==> config.mk <==
export PLATFORM = sky130hd
export DESIGN_NAME = car_stop_scheduler_flat
export DESIGN_NICKNAME = d
export VERILOG_FILES = /design/src/rtl/core/csched_pkg.sv /design/src/rtl/core/csched_call_if.sv /design/src/rtl/core/csched_status_if.sv /design/src/rtl/core/csched_step.sv /design/src/rtl/core/car_stop_scheduler.sv /design/src/flat_wrapper.sv
export SDC_FILE = /design/constraint.sdc
export NUM_CORES = 1
export LEC_CHECK = 0
export BUFFER_PORTS_ARGS = -buffer_cell sky130_fd_sc_hd__buf_2
export CAP_MARGIN = 20
export CORE_MARGIN = 4
export CORE_UTILIZATION = 40
export DETAILED_ROUTE_END_ITERATION = 6
export PLACE_DENSITY = 0.64
export SETUP_SLACK_MARGIN = 0.2
export SYNTH_ARGS = -nofsm -noshare
export SYNTH_HDL_FRONTEND = slang
export SYNTH_SLANG_ARGS = --single-unit
==> constraint.sdc <==
create_clock -name clk -period 4.5 [get_ports clk]
set_input_delay 1.125 -clock clk [delete_from_list [all_inputs] [get_ports clk]]
set_output_delay 1.125 -clock clk [all_outputs]
set_load 0.05 [all_outputs]
==> src/rtl/core/csched_pkg.sv <==
package csched_pkg;

    localparam int NUM_FLOORS = 16;
    localparam int FLOOR_W    = (NUM_FLOORS > 1) ? $clog2(NUM_FLOORS) : 1;
    localparam int FIELD_FL_W = 4;
    localparam int DIR_W      = 2;

    localparam logic [DIR_W-1:0] DIR_NONE = 2'd0;
    localparam logic [DIR_W-1:0] DIR_UP   = 2'd1;
    localparam logic [DIR_W-1:0] DIR_DOWN = 2'd2;

    localparam logic OP_ADD    = 1'b0;
    localparam logic OP_TICK   = 1'b1;
    localparam logic CALL_HALL = 1'b0;
    localparam logic CALL_CAR  = 1'b1;

    typedef logic [NUM_FLOORS-1:0] stop_map_t;

    typedef struct packed {
        logic                  op;
        logic                  call_type;
        logic [DIR_W-1:0]      call_direction;
        logic [FIELD_FL_W-1:0] floor;
    } call_t;

    typedef struct packed {
        stop_map_t          up_map;
        stop_map_t          down_map;
        logic [FLOOR_W-1:0] cur_floor;
        logic [DIR_W-1:0]   direction;
    } car_state_t;

    typedef struct packed {
        logic [FIELD_FL_W-1:0] car_floor;
        logic [DIR_W-1:0]      car_direction;
        logic                  rejected;
    } status_t;

endpackage

==> src/rtl/core/csched_call_if.sv <==
interface csched_call_if
    import csched_pkg::*;
();
    logic                  valid;
    logic                  ready;
    logic                  op;
    logic                  call_type;
    logic [DIR_W-1:0]      call_direction;
    logic [FIELD_FL_W-1:0] floor;

    modport source (output valid, output op, output call_type, output call_direction,
                    output floor, input ready);
    modport sink   (input valid, input op, input call_type, input call_direction,
                    input floor, output ready);
endinterface

==> src/rtl/core/csched_status_if.sv <==
interface csched_status_if
    import csched_pkg::*;
();
    logic                  valid;
    logic                  ready;
    logic [FIELD_FL_W-1:0] car_floor;
    logic [DIR_W-1:0]      car_direction;
    logic                  rejected;

    modport source (output valid, output car_floor, output car_direction,
                    output rejected, input ready);
    modport sink   (input valid, input car_floor, input car_direction,
                    input rejected, output ready);
endinterface

==> src/rtl/core/csched_step.sv <==
// Next state and status for one item: booking or one tick of movement.
module csched_step
    import csched_pkg::*;
(
    input  call_t      item,
    input  car_state_t cur,
    output car_state_t nxt,
    output status_t    status
);
    stop_map_t          above_mask;
    stop_map_t          below_mask;
    stop_map_t          book_bit;
    stop_map_t          clr_bit;
    logic               want_up;
    logic               want_down;
    logic               rejected;
    logic [DIR_W-1:0]   call_dir;
    logic [FLOOR_W-1:0] new_floor;

    always_comb
    begin
        above_mask = (~stop_map_t'(0) << cur.cur_floor) << 1;
        below_mask = (stop_map_t'(1) << cur.cur_floor) - stop_map_t'(1);
        want_up    = |(cur.up_map & above_mask);
        want_down  = |(cur.down_map & below_mask);
        rejected   = (int'(item.floor) >= NUM_FLOORS);
        book_bit   = stop_map_t'(1) << item.floor;

        // hall calls carry their own direction; code three counts as none
        if (item.call_type == CALL_HALL)
        begin
            if (item.call_direction == DIR_UP || item.call_direction == DIR_DOWN)
                call_dir = item.call_direction;
            else
                call_dir = DIR_NONE;
        end
        else if (int'(item.floor) == int'(cur.cur_floor))
            call_dir = DIR_NONE;
        else if (int'(item.floor) > int'(cur.cur_floor))
            call_dir = DIR_UP;
        else
            call_dir = DIR_DOWN;

        nxt       = cur;
        new_floor = cur.cur_floor;
        if (want_up)
            new_floor = cur.cur_floor + FLOOR_W'(1);
        else if (want_down)
            new_floor = cur.cur_floor - FLOOR_W'(1);
        clr_bit = ~(stop_map_t'(1) << new_floor);

        if (item.op == OP_ADD)
        begin
            if (!rejected)
            begin
                nxt.direction = call_dir;
                if (call_dir == DIR_DOWN)
                    nxt.down_map = cur.down_map | book_bit;
                else
                    nxt.up_map = cur.up_map | book_bit;
            end
        end
        else
        begin
            if (want_up)
                nxt.direction = DIR_UP;
            else if (want_down)
                nxt.direction = DIR_DOWN;
            else
                nxt.direction = DIR_NONE;
            nxt.cur_floor = new_floor;
            nxt.up_map    = cur.up_map & clr_bit;
            nxt.down_map  = cur.down_map & clr_bit;
        end

        status.car_floor     = FIELD_FL_W'(nxt.cur_floor);
        status.car_direction = nxt.direction;
        status.rejected      = (item.op == OP_ADD) && rejected;
    end
endmodule

==> src/rtl/core/car_stop_scheduler.sv <==
// Lift car stop scheduler. Each item on the call channel is either an add
// call (hall or car call booking a stop) or a tick (move one floor up if an
// up stop is booked above, else down if a down stop is booked below, and
// clear the stops at the new floor). Every item yields exactly one status
// item: floor after the item, last direction, and a rejected flag for add
// calls naming a floor beyond the building. An item is captured in an input
// register; one short pass of mask and reduction logic over the two stop
// maps computes the next state and the status, which lands in the output
// register, and status is valid once it sits there. Throughput is one item
// per cycle while the status sink keeps up, set by that single pass of
// stop-map logic. The call channel stays ready while the status register is
// being drained, so the two sides do not wait on each other except when the
// status sink stalls.
module car_stop_scheduler
    import csched_pkg::*;
(
    input  logic            clk,
    input  logic            rst_n,
    csched_call_if.sink     call,
    csched_status_if.source status
);
    // input register
    logic       in_valid_reg;
    call_t      in_item_reg;

    // car state
    car_state_t state_reg;
    car_state_t state_next;

    // result register
    logic       out_valid_reg;
    status_t    out_reg;
    status_t    out_next;

    logic       advance;

    // the held item moves on when the status slot is empty or being taken
    assign advance    = in_valid_reg && (!out_valid_reg || status.ready);
    assign call.ready = !in_valid_reg || advance;

    csched_step u_step (
        .item   (in_item_reg),
        .cur    (state_reg),
        .nxt    (state_next),
        .status (out_next)
    );

    always_ff @(posedge clk or negedge rst_n)
    begin
        if (!rst_n)
        begin
            in_valid_reg  <= 1'b0;
            out_valid_reg <= 1'b0;
            state_reg     <= '0;
        end
        else
        begin
            if (call.ready)
                in_valid_reg <= call.valid;
            if (advance)
            begin
                out_valid_reg <= 1'b1;
                state_reg     <= state_next;
            end
            else if (status.ready)
                out_valid_reg <= 1'b0;
        end
    end

    // payload, no reset
    always_ff @(posedge clk)
    begin
        if (call.ready && call.valid)
        begin
            in_item_reg.op             <= call.op;
            in_item_reg.call_type      <= call.call_type;
            in_item_reg.call_direction <= call.call_direction;
            in_item_reg.floor          <= call.floor;
        end
        if (advance)
            out_reg <= out_next;
    end

    assign status.valid         = out_valid_reg;
    assign status.car_floor     = out_reg.car_floor;
    assign status.car_direction = out_reg.car_direction;
    assign status.rejected      = out_reg.rejected;
endmodule

==> src/flat_wrapper.sv <==
// flat-port wrapper written by rule: the top's interface ports become plain ports
module car_stop_scheduler_flat import csched_pkg::*;
  (clk, rst_n, call_valid, call_op, call_call_type, call_call_direction, call_floor, call_ready, status_valid, status_car_floor, status_car_direction, status_rejected, status_ready);
  csched_call_if call_i ();
  csched_status_if status_i ();
  input  logic clk;
  input  logic rst_n;
  input wire logic [$bits(call_i.valid)-1:0] call_valid;
  input wire logic [$bits(call_i.op)-1:0] call_op;
  input wire logic [$bits(call_i.call_type)-1:0] call_call_type;
  input wire logic [$bits(call_i.call_direction)-1:0] call_call_direction;
  input wire logic [$bits(call_i.floor)-1:0] call_floor;
  output wire logic [$bits(call_i.ready)-1:0] call_ready;
  output wire logic [$bits(status_i.valid)-1:0] status_valid;
  output wire logic [$bits(status_i.car_floor)-1:0] status_car_floor;
  output wire logic [$bits(status_i.car_direction)-1:0] status_car_direction;
  output wire logic [$bits(status_i.rejected)-1:0] status_rejected;
  input wire logic [$bits(status_i.ready)-1:0] status_ready;
  assign call_i.valid = call_valid;
  assign call_i.op = call_op;
  assign call_i.call_type = call_call_type;
  assign call_i.call_direction = call_call_direction;
  assign call_i.floor = call_floor;
  assign call_ready = call_i.ready;
  assign status_valid = status_i.valid;
  assign status_car_floor = status_i.car_floor;
  assign status_car_direction = status_i.car_direction;
  assign status_rejected = status_i.rejected;
  assign status_i.ready = status_ready;
  car_stop_scheduler u_core (.clk(clk), .rst_n(rst_n), .call(call_i), .status(status_i));
endmodule
==> flow_summary.ini <==
[synth]
synth_fp_nets = 398
synth-edff-count = 14
seq_area_frac_synth = 0.395
syn_area_um2 = 3410
ys_warn_count = 0
synth_xor_area_frac = 0.0103
synth_compound_area_frac = 0.263
synthSimpleGateAreaFrac = 0.213
synth_mux_area_frac = 0.0140
synth-seq-cells = 51
synthArstFlopShare = 0.725
synthCells = 373
yosys.area_share.adder = 0.0477
syn_area_per_cell_um2 = 9.14
synth_top_family_by_area = compound AO/OA/AOI/OAI gates
ys_dominant_reg_cell = dfrtp_1
yosysUniqueCellTypes = 70

[critical_path]
cpMaxStageDelayCell = ha_1
path_common_cell = ha_1
cp-end-kind = flop
setup.worst_path.end = u_core.state_reg[31]
crit_type = flop to flop
rr_endpoint = u_core.state_reg[31]
cp.arrival_ps = 4170
worstPathMaxFanout = 15
crit_chain = inv_1, ha_1, nand2_1, ha_1, nor4b_1, o2111a_1, a211oi_1, nand4_1, or3_4, mux2_4, o22ai_4, a31oi_1
critPathMaxStageDelay_ps = 550
r2r_slack_ps = 500
cp-start-kind = flop
cp-startpoint = u_core.state_reg[3]
r2r_cells = 12
cp.required_ps = 4670
reg2reg_from = u_core.state_reg[3]

[timing]
rsz0062_at_grt = no
period_share = 0.889
worstMarginPinSlew_ps = 844
slew_violations = 0
timing.fmax_mhz = 250
final.setup.tns_ps = 0
slew_headroom = 0.437
final-hold-violation-count = 0
setup_violations = 0
fin_skew_ps = 14.8
holdWs_ps = 526
period_needed_ps = 4000

[floorplanning]
num_rows = 33
initial_core_util = 0.413
die_y_um = 100
die_x_um = 100
die_area_um2 = 10100
io_pins = 21
core-area_um2 = 8260

[clocking]
cts_resized = 0
numClockSinks = 51
htreeDepth = 2
path_clk_slew_ps = 90
clock_path_buffers = 2
post_cts_buffers = 0
cts_buffers = 5
cts-root-buf = clkbuf_8
cts_tree = done
cts_hold_buffers = 0
clock_latency_ps = 310

[job]
drv_cap = 0

[global_route]
grt_max_degree = 38
gr-usage-met1 = 0.249
antenna_found_initial = 0
grt_pass1_wl_um = 15100
grt_use_total = 0.187
grt_util_met2 = 0.306
grt_pass1_vias = 2954
use_met3 = 0.0278
top_usage_layer = met2
grt-ovfl-total = 0

[place]
portBuffers = 19
gp_congestion = 0.973
hpwlAfterDp_um = 6720

[layout]
nets = 407
layout_common_cells = a21oi_1, dfrtp_1, a31oi_1, nor2_1
drive_gt1_frac = 0.146
diodes = 0
largest_reg_flops = 35
layout_commonest_cell = a21oi_1
fin_util = 0.445
syn2layout_area_growth_pct = 7.71

[hold_path]
hold_path.class = flop to flop

[power]
power.density_nw_per_um2 = 780
seqPwrFrac = 0.275
peakVddDrop_v = 0.000319
share_comb_of_total_power = 0.627
internal_power_mw = 1.44
switching_share = 0.498
clkPwrFrac = 0.098
leakagePower_nw = 1.48
power_switching_mw = 1.43

[drt]
drtIter0Drc = 409
ant_nets = 0
via_per_inst = 6.40
first_pass_iters = 5
vias = 3122
drc_errors = 0
wirelength_um = 9270
wl_per_cell_um = 19.0

[status]
status = finished, final reports clean
==> critical path, delay by kind of cell (launching register included) <==
family	cells	cell delay, ps
AND/OR/NAND/NOR	4	1080
AO/OA/AOI/OAI	4	980
adder cells (fa/ha/maj)	2	870
flip-flops	1	390
multiplexers	1	330
buffers and inverters	1	200
==> metrics by stage <==
stage | cells | power [mW] | instance area, um2 | setup slack [ps]
global placement | 480 | 2.52 | 3570 | 689
global route | 488 | 3.05 | 3670 | 323
CTS | 488 | 2.82 | 3670 | 542
detailed placement | 480 | 2.54 | 3570 | 570
finish | 488 | 2.86 | 3670 | 501
floorplan | 373 | 2.10 | 3410 | 276
==> power groups by stage <==
stage	registers, mW	logic [mW]	clock network, mW
4_1_cts	0.783	1.76	0.282
3_3_place_gp	0.790	1.73	0
3_5_place_dp	0.792	1.75	0
5_1_grt	0.807	1.93	0.310
6_report	0.788	1.79	0.280
2_1_floorplan	0.797	1.30	0
==> layout make-up <==
class | instances | area, um2
Multi-Input combinational cell | 282 | 1870
Tap cell | 105 | 131
Inverter | 12 | 45.0
Clock buffer | 6 | 82.6
Sequential cell | 51 | 1350
Timing Repair Buffer | 30 | 178
Clock inverter | 2 | 16.3
Fill cell | 785 | 4590
==> routing by layer <==
layer	wire length, um	vias up
li1	-	1432
met1	3910	1502
met2	4410	158
met3	687	30
met4	261	0
met5	0	-
==> worst min path at each step <==
stage	startpoint	endpoint	slack [ps]	cells past startpoint
2_1_floorplan	u_core.in_valid_reg	u_core.status.valid	480	1
3_3_place_gp	u_core.in_valid_reg	u_core.status.valid	500	1
3_5_place_dp	u_core.in_valid_reg	u_core.status.valid	510	1
4_1_cts	u_core.in_valid_reg	u_core.status.valid	530	1
5_1_grt	u_core.in_valid_reg	u_core.status.valid	580	1
6_report	u_core.in_valid_reg	u_core.status.valid	530	1
==> kinds of logic after synthesis <==
group	count (synthesis)
DFF	51
muxes	4
and+or+nand+nor	127
AOI/OAI and AO/OA	133
adders and majority gates	13
xor gates and xnor gates	4
buffers and inverters	40
other	1
==> Yosys cell counts, types with 3 or more instances <==
cell type   n  area (um2)
a211oi_1    3        22.5
nand4_1     6        37.5
nand2b_1   10        62.6
buf_6       3        33.8
and3_1      6        37.5
o21ai_0     9        45.0
o2111ai_1   3        26.3
buf_2      11        55.1
dfrtp_1    37         926
nand3_1    14        70.1
a21oi_1    44         220
and2_1      6        37.5
nor2b_1     9        56.3
o21a_1      6        45.0
ha_1       13         163
xnor2_1     4        35.0
nor4b_1     3        26.3
a31oi_1    33         206
o31ai_1     5        37.5
edfxtp_1   14         420
nor2_1     23        86.3
nor3_1      8        40.0
inv_1      10        37.5
nand2_1    19        71.3
clkbuf_1   11        41.3
nor4_1      7        43.8
or4_1       3        22.5
No activity file was read; power rests on OpenSTA's default activity.
